### config.mk
export PLATFORM = sky130hd
export DESIGN_NAME = load_cell_adc_reader_tare_scale_core
export DESIGN_NICKNAME = d
export VERILOG_FILES = /design/src/hw/rtl/lcr_pkg.sv /design/src/hw/rtl/load_cell_adc_reader_tare_scale_core.sv
export SDC_FILE = /design/constraint.sdc
export NUM_CORES = 1
export LEC_CHECK = 0
export BUFFER_PORTS_ARGS = -buffer_cell sky130_fd_sc_hd__buf_2
export CAP_MARGIN = 20
export CORE_MARGIN = 2
export CORE_UTILIZATION = 55
export DETAILED_ROUTE_END_ITERATION = 6
export PLACE_DENSITY = 0.72
export SLEW_MARGIN = 40
export SYNTH_ARGS = -nofsm -noshare
export SYNTH_HDL_FRONTEND = slang
export SYNTH_SLANG_ARGS = --single-unit
### constraint.sdc
create_clock -name clk -period 12.5 [get_ports clk]
set_input_delay 1.875 -clock clk [delete_from_list [all_inputs] [get_ports clk]]
set_output_delay 1.875 -clock clk [all_outputs]
set_load 0.01 [all_outputs]
### src/hw/rtl/lcr_pkg.sv
// Shared types and constants for the load cell reader with tare and scaling.
package lcr_pkg;

  localparam int SAMPLE_BITS   = 24;
  localparam int AVERAGE_COUNT = 10;

  localparam int READ_W    = 24;
  localparam int SCALE_W   = 16;
  localparam int CFG_W     = 24;
  localparam int CNT_W     = 4;
  localparam int BITCNT_W  = $clog2(SAMPLE_BITS + 1);
  localparam int SUM_W     = SAMPLE_BITS + CNT_W;
  localparam int PROD_W    = READ_W + SCALE_W;
  localparam int DIVIDEND_W = (SUM_W > PROD_W) ? SUM_W : PROD_W;
  localparam int DIVISOR_W = READ_W;
  localparam int STEP_W    = $clog2(DIVIDEND_W + 1);

  localparam logic [SAMPLE_BITS-1:0] SIGN_FLIP = {1'b1, {(SAMPLE_BITS-1){1'b0}}};
  localparam logic [READ_W-1:0]      READ_MAX  = {READ_W{1'b1}};
  localparam logic [CNT_W-1:0]       AVG_TARGET = CNT_W'(AVERAGE_COUNT);

  typedef enum logic [1:0] {
    REG_AVERAGE_ENABLE = 2'd0,
    REG_FULL_VALUE     = 2'd1,
    REG_RANGE_SCALE    = 2'd2
  } reg_index_t;

  typedef struct packed {
    logic dout_level;
    logic tare_request;
  } in_item_t;

  typedef struct packed {
    logic              sck_level;
    logic              result_valid;
    logic [READ_W-1:0] force_res;
    logic [READ_W-1:0] raw_average;
  } out_item_t;

endpackage

### src/hw/rtl/load_cell_adc_reader_tare_scale_core.sv
// Load cell converter reader: serial clock sequencing, averaging, tare and force scaling.
//
// Each input request is one tick (one half period of the converter's serial clock)
// carrying the sampled data pin level and a tare request. Every tick yields exactly
// one result request on the output channel: the serial clock level to drive next,
// a measurement-complete flag, the held scaled force and the finished raw reading.
// A tick that does not finish a measurement is answered in the cycle after acceptance.
// A tick that finishes a measurement runs a bit-serial restoring divider for the
// average, a shift-add multiplier for diff * range_scale and the same divider for
// the span; such a tick is answered once these serial units are done, or after
// the average division when the force is left unchanged.
// Input is taken only while the sequencer is idle and the output register is free
// or being emptied in the same cycle, so a stalled receiver simply holds off the
// next tick and nothing is lost. Configuration writes are taken at any time via
// cfg_write, cfg_index and cfg_data. Synchronous reset restores the register
// defaults (averaging on, full value all ones, range 1000) and puts the reader in
// its wait-for-ready phase with the sums, zero value and held force cleared.
module load_cell_adc_reader_tare_scale_core (
  input  logic                          clk,
  input  logic                          rst,
  input  logic                          in_valid,
  output logic                          in_ready,
  input  lcr_pkg::in_item_t             in_data,
  output logic                          out_valid,
  input  logic                          out_ready,
  output lcr_pkg::out_item_t            out_data,
  input  logic                          cfg_write,
  input  logic [1:0]                    cfg_index,
  input  logic [lcr_pkg::CFG_W-1:0]     cfg_data
);

  typedef enum logic [5:0] {
    S_IDLE  = 6'b000001,
    S_AVG   = 6'b000010,
    S_FORCE = 6'b000100,
    S_MUL   = 6'b001000,
    S_DIV   = 6'b010000,
    S_DONE  = 6'b100000
  } state_t;

  typedef enum logic [3:0] {
    PH_WAIT  = 4'b0001,
    PH_HIGH  = 4'b0010,
    PH_LOW   = 4'b0100,
    PH_EXTRA = 4'b1000
  } phase_t;

  // Configuration registers
  logic                          average_enable;
  logic [lcr_pkg::READ_W-1:0]    full_value;
  logic [lcr_pkg::SCALE_W-1:0]   range_scale;

  // Tick state
  phase_t                           phase;
  logic [lcr_pkg::BITCNT_W-1:0]     bit_count;
  logic [lcr_pkg::SAMPLE_BITS-1:0]  shift_word;
  logic [lcr_pkg::CNT_W-1:0]        sample_count;
  logic [lcr_pkg::SUM_W-1:0]        sample_sum;
  logic [lcr_pkg::READ_W-1:0]       zero_value;
  logic                             tare_pending;
  logic [lcr_pkg::READ_W-1:0]       force_hold;

  // Arithmetic sequencer
  state_t                            st;
  logic [lcr_pkg::STEP_W-1:0]        step_cnt;
  logic [lcr_pkg::DIVIDEND_W-1:0]    quo;
  logic [lcr_pkg::DIVISOR_W-1:0]     rem;
  logic [lcr_pkg::DIVISOR_W-1:0]     dvsr;
  logic [lcr_pkg::PROD_W:0]          prod;
  logic [lcr_pkg::READ_W-1:0]        diff;
  logic [lcr_pkg::READ_W-1:0]        raw;

  logic                              in_fire;
  logic                              tare_now;
  logic [lcr_pkg::BITCNT_W-1:0]      bit_count_inc;
  logic [lcr_pkg::SAMPLE_BITS-1:0]   word;
  logic [lcr_pkg::SUM_W-1:0]         sum_new;
  logic [lcr_pkg::CNT_W-1:0]         count_new;
  logic [lcr_pkg::CNT_W-1:0]         target;
  logic                              finish;
  logic                              tick_load;
  logic                              tick_sck;

  logic [lcr_pkg::DIVISOR_W:0]       rem_sh;
  logic [lcr_pkg::DIVISOR_W:0]       rem_dif;
  logic                              rem_ge;
  logic [lcr_pkg::DIVISOR_W-1:0]     rem_step;
  logic [lcr_pkg::DIVIDEND_W-1:0]    quo_step;

  logic [lcr_pkg::PROD_W-lcr_pkg::SCALE_W:0] mul_sum;
  logic [lcr_pkg::PROD_W:0]                  mul_full;

  logic [lcr_pkg::READ_W-1:0]        zero_new;

  assign in_ready = (st == S_IDLE) && (!out_valid || out_ready);
  assign in_fire  = in_valid && in_ready;
  assign tare_now = tare_pending || in_data.tare_request;

  assign bit_count_inc = bit_count + lcr_pkg::BITCNT_W'(1);
  assign word      = shift_word ^ lcr_pkg::SIGN_FLIP;
  assign sum_new   = sample_sum + lcr_pkg::SUM_W'(word);
  assign count_new = sample_count + lcr_pkg::CNT_W'(1);
  assign target    = average_enable ? lcr_pkg::AVG_TARGET : lcr_pkg::CNT_W'(1);
  assign finish    = (phase == PH_EXTRA) && (count_new >= target);

  always_comb begin
    tick_sck = 1'b0;
    case (phase)
      PH_WAIT:  tick_sck = !in_data.dout_level;
      PH_HIGH:  tick_sck = 1'b0;
      PH_LOW:   tick_sck = 1'b1;
      PH_EXTRA: tick_sck = 1'b0;
      default:  tick_sck = 1'b0;
    endcase
  end

  assign tick_load = in_fire && !finish;

  // One restoring division step, shared by the average and the force division.
  assign rem_sh   = {rem, quo[lcr_pkg::DIVIDEND_W-1]};
  assign rem_dif  = rem_sh - {1'b0, dvsr};
  assign rem_ge   = rem_sh >= {1'b0, dvsr};
  assign rem_step = rem_ge ? rem_dif[lcr_pkg::DIVISOR_W-1:0] : rem_sh[lcr_pkg::DIVISOR_W-1:0];
  assign quo_step = {quo[lcr_pkg::DIVIDEND_W-2:0], rem_ge};

  // One shift-add multiplication step: the multiplier sits in the low bits of prod.
  assign mul_sum  = prod[lcr_pkg::PROD_W:lcr_pkg::SCALE_W]
                  + (prod[0] ? (lcr_pkg::PROD_W-lcr_pkg::SCALE_W+1)'(diff)
                             : (lcr_pkg::PROD_W-lcr_pkg::SCALE_W+1)'(0));
  assign mul_full = {mul_sum, prod[lcr_pkg::SCALE_W-1:0]};

  assign zero_new = tare_pending ? raw : zero_value;

  always_ff @(posedge clk) begin
    if (rst) begin
      average_enable <= 1'b1;
      full_value     <= lcr_pkg::READ_MAX;
      range_scale    <= lcr_pkg::SCALE_W'(1000);
    end else if (cfg_write) begin
      case (lcr_pkg::reg_index_t'(cfg_index))
        lcr_pkg::REG_AVERAGE_ENABLE: average_enable <= cfg_data[0];
        lcr_pkg::REG_FULL_VALUE:     full_value     <= cfg_data[lcr_pkg::READ_W-1:0];
        lcr_pkg::REG_RANGE_SCALE:    range_scale    <= cfg_data[lcr_pkg::SCALE_W-1:0];
        default: ;
      endcase
    end
  end

  always_ff @(posedge clk) begin
    if (rst) begin
      phase        <= PH_WAIT;
      bit_count    <= '0;
      shift_word   <= '0;
      sample_count <= '0;
      sample_sum   <= '0;
      zero_value   <= '0;
      tare_pending <= 1'b0;
      force_hold   <= '0;
      st           <= S_IDLE;
      step_cnt     <= '0;
    end else begin
      case (st)
        S_IDLE: begin
          if (in_fire) begin
            tare_pending <= tare_now;
            case (phase)
              PH_WAIT: begin
                if (!in_data.dout_level) begin
                  bit_count  <= '0;
                  shift_word <= '0;
                  phase      <= PH_HIGH;
                end
              end
              PH_HIGH: phase <= PH_LOW;
              PH_LOW: begin
                shift_word <= {shift_word[lcr_pkg::SAMPLE_BITS-2:0], in_data.dout_level};
                bit_count  <= bit_count_inc;
                phase      <= (bit_count_inc >= lcr_pkg::BITCNT_W'(lcr_pkg::SAMPLE_BITS))
                              ? PH_EXTRA : PH_HIGH;
              end
              PH_EXTRA: begin
                phase <= PH_WAIT;
                if (finish) begin
                  sample_sum   <= '0;
                  sample_count <= '0;
                  quo          <= lcr_pkg::DIVIDEND_W'(sum_new);
                  rem          <= '0;
                  dvsr         <= lcr_pkg::DIVISOR_W'(target);
                  step_cnt     <= '0;
                  st           <= S_AVG;
                end else begin
                  sample_sum   <= sum_new;
                  sample_count <= count_new;
                end
              end
              default: phase <= PH_WAIT;
            endcase
          end
        end
        S_AVG: begin
          quo      <= quo_step;
          rem      <= rem_step;
          step_cnt <= step_cnt + lcr_pkg::STEP_W'(1);
          if (step_cnt == lcr_pkg::STEP_W'(lcr_pkg::DIVIDEND_W - 1)) begin
            raw <= quo_step[lcr_pkg::READ_W-1:0];
            st  <= S_FORCE;
          end
        end
        S_FORCE: begin
          zero_value   <= zero_new;
          tare_pending <= 1'b0;
          step_cnt     <= '0;
          diff         <= raw - zero_new;
          dvsr         <= full_value - zero_new;
          prod         <= (lcr_pkg::PROD_W+1)'(range_scale);
          // The force only moves for a positive difference over a positive span.
          st <= ((raw > zero_new) && (full_value > zero_new)) ? S_MUL : S_DONE;
        end
        S_MUL: begin
          prod <= mul_full >> 1;
          if (step_cnt == lcr_pkg::STEP_W'(lcr_pkg::SCALE_W - 1)) begin
            quo      <= lcr_pkg::DIVIDEND_W'(mul_full[lcr_pkg::PROD_W:1]);
            rem      <= '0;
            step_cnt <= '0;
            st       <= S_DIV;
          end else begin
            step_cnt <= step_cnt + lcr_pkg::STEP_W'(1);
          end
        end
        S_DIV: begin
          quo      <= quo_step;
          rem      <= rem_step;
          step_cnt <= step_cnt + lcr_pkg::STEP_W'(1);
          if (step_cnt == lcr_pkg::STEP_W'(lcr_pkg::DIVIDEND_W - 1)) begin
            force_hold <= (|quo_step[lcr_pkg::DIVIDEND_W-1:lcr_pkg::READ_W])
                          ? lcr_pkg::READ_MAX : quo_step[lcr_pkg::READ_W-1:0];
            st <= S_DONE;
          end
        end
        S_DONE: st <= S_IDLE;
        default: st <= S_IDLE;
      endcase
    end
  end

  // Output register: ordinary ticks load at acceptance, measurements once finished.
  always_ff @(posedge clk) begin
    if (rst) begin
      out_valid <= 1'b0;
    end else if (tick_load || (st == S_DONE)) begin
      out_valid <= 1'b1;
    end else if (out_valid && out_ready) begin
      out_valid <= 1'b0;
    end
  end

  always_ff @(posedge clk) begin
    if (tick_load) begin
      out_data.sck_level    <= tick_sck;
      out_data.result_valid <= 1'b0;
      out_data.force_res    <= force_hold;
      out_data.raw_average  <= '0;
    end else if (st == S_DONE) begin
      out_data.sck_level    <= 1'b0;
      out_data.result_valid <= 1'b1;
      out_data.force_res    <= force_hold;
      out_data.raw_average  <= raw;
    end
  end

  a_done_loads_result: assert property (@(posedge clk) disable iff (rst)
    (st == S_DONE) |=> (out_valid && out_data.result_valid))
    else $error("finished measurement not presented on the output");

  a_span_nonzero: assert property (@(posedge clk) disable iff (rst)
    (st == S_DIV) |-> (dvsr != '0))
    else $error("force division started with a zero span");

  a_count_bounded: assert property (@(posedge clk) disable iff (rst)
    sample_count < lcr_pkg::AVG_TARGET || sample_count == '0)
    else $error("sample count passed the averaging target");

  a_result_clock_low: assert property (@(posedge clk) disable iff (rst)
    (out_valid && out_data.result_valid) |-> !out_data.sck_level)
    else $error("measurement result with serial clock high");

  a_no_input_while_busy: assert property (@(posedge clk) disable iff (rst)
    (in_fire && finish) |=> (st == S_AVG) && !in_ready)
    else $error("input accepted while the arithmetic sequencer runs");

endmodule
Yosys cells after proc, flatten, opt, wreduce, memory -nomap -nowiden
Cells that the tools add are included.
{"block": "op_classes", "muxes": 49, "n_eq_ne": 21, "addsub": 8, "magnitude_cmp": 5, "n_reduce_logical": 37, "n_bitwise": 2}
{"operator": "$mux W24", "count": 12}
{"operator": "$mux W40", "count": 4}
{"operator": "$pmux W40 S3", "count": 1}
{"operator": "$mux W50", "count": 2}
{"operator": "$pmux W24 S2", "count": 2}
{"operator": "$pmux W41 S2", "count": 1}
{"operator": "$pmux W24 S3", "count": 1}
{"operator": "$sub A24 B24 Y24", "count": 3}
{"operator": "$mux W6", "count": 11}
{"operator": "$gt A24 B24 Y1", "count": 2}
{"operator": "$pmux W6 S5", "count": 1}
{"operator": "$add A28 B24 Y28", "count": 1}
{"operator": "$mux W28", "count": 1}
{"operator": "$add A25 B24 Y25", "count": 1}
{"operator": "$ge A25 B24 Y1", "count": 1}
{"operator": "$pmux W6 S4", "count": 1}
{"operator": "$mux W4", "count": 4}
{"operator": "$reduce_or A16 Y1", "count": 1}
{"operator": "$reduce_and A2 Y1", "count": 7}
{"operator": "$eq A6 B4 Y1 const B", "count": 2}
{"operator": "$eq A6 B6 Y1 const B", "count": 2}
{"operator": "$ne A2 B2 Y1 const B", "count": 6}
{"operator": "$pmux W4 S3", "count": 1}
{"operator": "$reduce_and A6 Y1", "count": 2}
{"operator": "32 further kinds", "count": 52}
{"block": "totals", "input_bits": 33, "regBits": 395, "out_inout_bits": 52}

Depth between registers and ports, before layout
{"block": "logic_depth", "depth_word": 7, "depth_mapped": 14}

Worst setup path before layout
Ideal clock, no wire load.
{"block": "synth_path", "path_kind": "input -> register", "start": "input out_ready", "end": "register quo[0] (netlist bit) (enable)", "setup_slack_ns": 4.553, "arrival_time_ns": 7.358, "cell_stages": 6, "setup_time_ns": 0.589, "path_buffers": 1, "required_time_ns": 11.911, "path_cell_list": "nand2b_1 and3_1 and2_1 buf_2 nand2_1 a221oi_1"}
{"block": "synth_via", "elab_chain_len": 5}
{"element": "start, declared", "line": "load_cell_adc_reader_tare_scale_core.sv:25", "source": "input logic out_ready,"}
{"element": "$logic_or A1 B1 Y1", "line": "load_cell_adc_reader_tare_scale_core.sv:95", "source": "assign in_ready = (st == S_IDLE) && (!out_valid || out_ready);"}
{"element": "$logic_and A1 B1 Y1", "line": "load_cell_adc_reader_tare_scale_core.sv:95"}
{"element": "$logic_and A1 B1 Y1", "line": "load_cell_adc_reader_tare_scale_core.sv:96", "source": "assign in_fire = in_valid && in_ready;"}
{"element": "$ne A2 B2 Y1 (no line)"}
{"element": "$reduce_and A6 Y1 (no line)"}
{"element": "end signal, assigned", "line": "load_cell_adc_reader_tare_scale_core.sv:186", "source": "quo <= lcr_pkg::DIVIDEND_W'(sum_new);"}
{"element": "end signal, assigned", "line": "load_cell_adc_reader_tare_scale_core.sv:201", "source": "quo <= quo_step;"}
{"element": "end signal, assigned", "line": "load_cell_adc_reader_tare_scale_core.sv:222", "source": "quo <= lcr_pkg::DIVIDEND_W'(mul_full[lcr_pkg::PROD_W:1]);"}
{"element": "end, declared", "line": "load_cell_adc_reader_tare_scale_core.sv:66", "source": "logic [lcr_pkg::DIVIDEND_W-1:0] quo;"}
Every way passes these cells.
A chain may end at the register's enable or synchronous reset.

Worst setup path in the final report
{"block": "layout_path", "start": "input out_ready", "end": "output in_ready"}
{"block": "layout_via", "elab_chain_len": 2}
{"element": "$logic_or A1 B1 Y1", "line": "load_cell_adc_reader_tare_scale_core.sv:95"}
{"element": "$logic_and A1 B1 Y1", "line": "load_cell_adc_reader_tare_scale_core.sv:95"}
{"element": "end, declared", "line": "load_cell_adc_reader_tare_scale_core.sv:22", "source": "output logic in_ready,"}
Every way passes these cells.

==> reports/results.tsv <==
stage	metric	value	unit
clock_network	cts_hold_buffers	0	
layout	register_area	9900	um^2
worst_setup_path	cpMostUsedCell	buf_2	
floorplan	die-area	39500	um^2
power_and_ir_drop	p_per_area	122	nW/um^2
clock_network	clk_latency	580	ps
worst_setup_path	cp-startpoint	out_ready	
worst_setup_path	crit_type	in2out	
clock_network	path_clk_slew	60	ps
power_and_ir_drop	p_int	0.00220	W
place	gp_congestion	0.922	
floorplan	coreArea	37500	um^2
layout	layout_commonest_cell	nand2_1	
worst_setup_path	crit_chain	buf_2 > nand2b_1 > and2_1 > buf_2	
worst_setup_path	endpoint_kind	output pin	
power_and_ir_drop	power_leakage	9.38	nW
worst_setup_path	required	10620	ps
layout	synthToLayoutAreaGrowth	11.6	%
route	route.vias.total	16700	
yosys	synth_area	20800	um^2
global_route	grt_pass1_wl	86600	um
global_route	grt_overflow	0	
run_status	status	finished clean	
min_path	hold_class	reg2reg	
min_path	hp-start	out_data[12]$_SDFFE_PP0N_	
layout	fillers	3218	
worst_setup_path	start_kind	input pin	
power_and_ir_drop	clockPowerShare	47.0	%
worst_setup_path	crit_fanout	3	
sta	fmax	232	MHz
floorplan	die_h	199	um
yosys	synth_cells	2183	
sta	worst_pin_slew	825	ps
clock_network	post_cts_buffers	0	
layout	drive_gt1_share	9.23	%
clock_network	cts_tree	built	
clock_network	cts.repair.resized	0	
worst_setup_path	critPathSlowestCell	and2_1	
clock_network	htree_levels	2	
yosys	avgSynthCellArea	9.55	um^2
floorplan	die_w	199	um
yosys	ys_seq_area_share	47.5	%
global_route	grt_start_max_net_pins	86	
yosys	synth_nets	2350	
place	dp_hpwl	40200	um
sta	maxSlewHeadroom	45.0	%
power_and_ir_drop	p_sw_share	22.5	%
yosys	synth_top_area_share	29.0	%
sta	fin_skew	26.2	ps
power_and_ir_drop	ir_drop	0.000113	V
route	wl_per_cell	19.8	um
worst_setup_path	worstReg2RegStart	tare_pending$_SDFFE_PP0P_	
global_route	grt_usage	28.0	%
route	routed_via_density	6.00	
power_and_ir_drop	seqPwrFrac	48.1	%
floorplan	rows	71	
route	wirelength	55100	um
global_route	grt_pass1_vias	16100	
route	antenna_left	0	
clock_network	cts_made_buffers	43	
sta	final_hold_viol_count	0	
yosys	yosysTopAreaCell	edfxtp_1	
sta	finalCritPeriodShare	34.5	%
yosys	yosysUniqueCellTypes	71	
yosys	ys_warn_count	0	
route	drtIter0Drc	1166	
power_and_ir_drop	p_sw	0.000641	W
yosys	ys_ff_latch	394	
global_route	antenna_found_initial	0	
yosys	synth_flop_cell	edfxtp_1	
run	drv_cap	0	
worst_setup_path	worstPathArrival	2440	ps
sta	setup_viol	0	
sta	layout_min_cycle_time	4310	ps
route	drc_errors	0	
sta	tns	0	ps
yosys	synth.area.top_cells	edfxtp_1 29%, dfxtp_1 19%, ha_1 7.7%	
layout	multiInputGateArea	10400	um^2
yosys	async_flop_share	0	%
clock_network	clock-sinks	394	
worst_setup_path	max_stage_delay	180	ps
layout	antennaDiodeCount	0	
clock_network	root_buffer	clkbuf_16	
sta	slew_viol_final	0	
place	dpl.cell_count	2705	
yosys	synth_edf_count	201	
route	drt_first_pass_iters	5	
layout	fin_cells	2785	
floorplan	boundaryPins	85	
floorplan	start_util	55.6	%
clock_network	clockBufferDepth	3	
power_and_ir_drop	p_comb_share	4.9	%
layout	final_cell_mix	277 x nand2_1, 249 x nor2_1, 201 x edfxtp_1, 193 x dfxtp_1, 155 x a21oi_1	
sta	rsz0062_at_grt	no	
place	portBuffers	84	
layout	nNetsFinal	2406	
-- worst paths after layout --
kind	endpoint	slack (ps)	depth (start not counted)
setup / recovery	in_ready	8190	4
hold / removal	out_data[12]$_SDFFE_PP0N_	450	2
setup reg to reg	st[5]$_SDFFE_PP0P_	8290	12
hold reg to reg	out_data[12]$_SDFFE_PP0N_	450	2
-- per-stage QoR --
| step | power [W] | setup slack (ps) | hold WS [ps] | util [%] | area, um^2 |
|---|---|---|---|---|---|
| 6_report | 0.00284 | 8190 | 452 | 62.0 | 23300 |
| 5_1_grt | 0.00292 | 8010 | 474 | 62.0 | 23300 |
| 4_1_cts | 0.00285 | 8180 | 455 | 62.0 | 23200 |
| 3_5_place_dp | 0.00153 | 8190 | 447 | 58.0 | 21700 |
| 3_3_place_gp | 0.00153 | 8180 | 442 | 57.9 | 21700 |
| 2_1_floorplan | 0.00149 | 4550 | 429 | - | 20800 |
-- registers in the layout, summed over array words and instances (netlist names), 28 cells and up --
name,cells
sample_sum,28
quo,40
prod,40
out_data,50
-- logic make-up (layout without fill, tap and decap cells) --
kind of cell / count (synthesis) / after routing / synth area share [%]
xor+xnor: 101 / 101 / 4.25
buf+inv: 152 / 243 / 2.88
compound gates: 509 / 509 / 16.0
mux: 44 / 44 / 2.12
fa+ha+maj: 134 / 134 / 8.23
simple gates: 849 / 849 / 19.1
flops: 394 / 394 / 47.5
-- layout make-up --
cell class,count,area share [%]
multi-input combinational,1637,44.9
sequential,394,42.6
clock buffer,56,5.19
tap,511,2.75
timing repair buffer,101,2.38
clock inverter,24,1.22
inverter,62,1.01
-- critical path: cells and delay by family --
family        cells  cell delay (ps)
buf+inv           2              230
simple gates      2              340
-- power groups by stage --
stage                     Combinational (W)  Clock (W)  Sequential (W)
final                              0.000138    0.00134         0.00137
after global routing               0.000152    0.00140         0.00137
after CTS                          0.000137    0.00135         0.00137
after detailed placement           0.000135          0         0.00140
after global placement             0.000133          0         0.00140
after floorplan                   0.0000940          0         0.00140
-- synth_stat cells (46+ instances only) --
cell type	n
a21o_1	46
nor3_1	61
inv_1	61
dfxtp_1	193
ha_1	129
a21oi_1	156
o21ai_0	90
nand2_1	279
nor2_1	253
and2_1	62
clkbuf_1	76
xnor2_1	60
edfxtp_1	201
a22oi_1	47
-- metal layers --
layer | routed length (um) | GRT usage, % | part of all wire (%)
met1 | 23700 | 36.4 | 43
met4 | 2190 | 11.1 | 4.0
met5 | 0 | 0 | 0
met2 | 26200 | 46.9 | 48
met3 | 2980 | 4.44 | 5.4
Power figures use the tool's default switching activity.
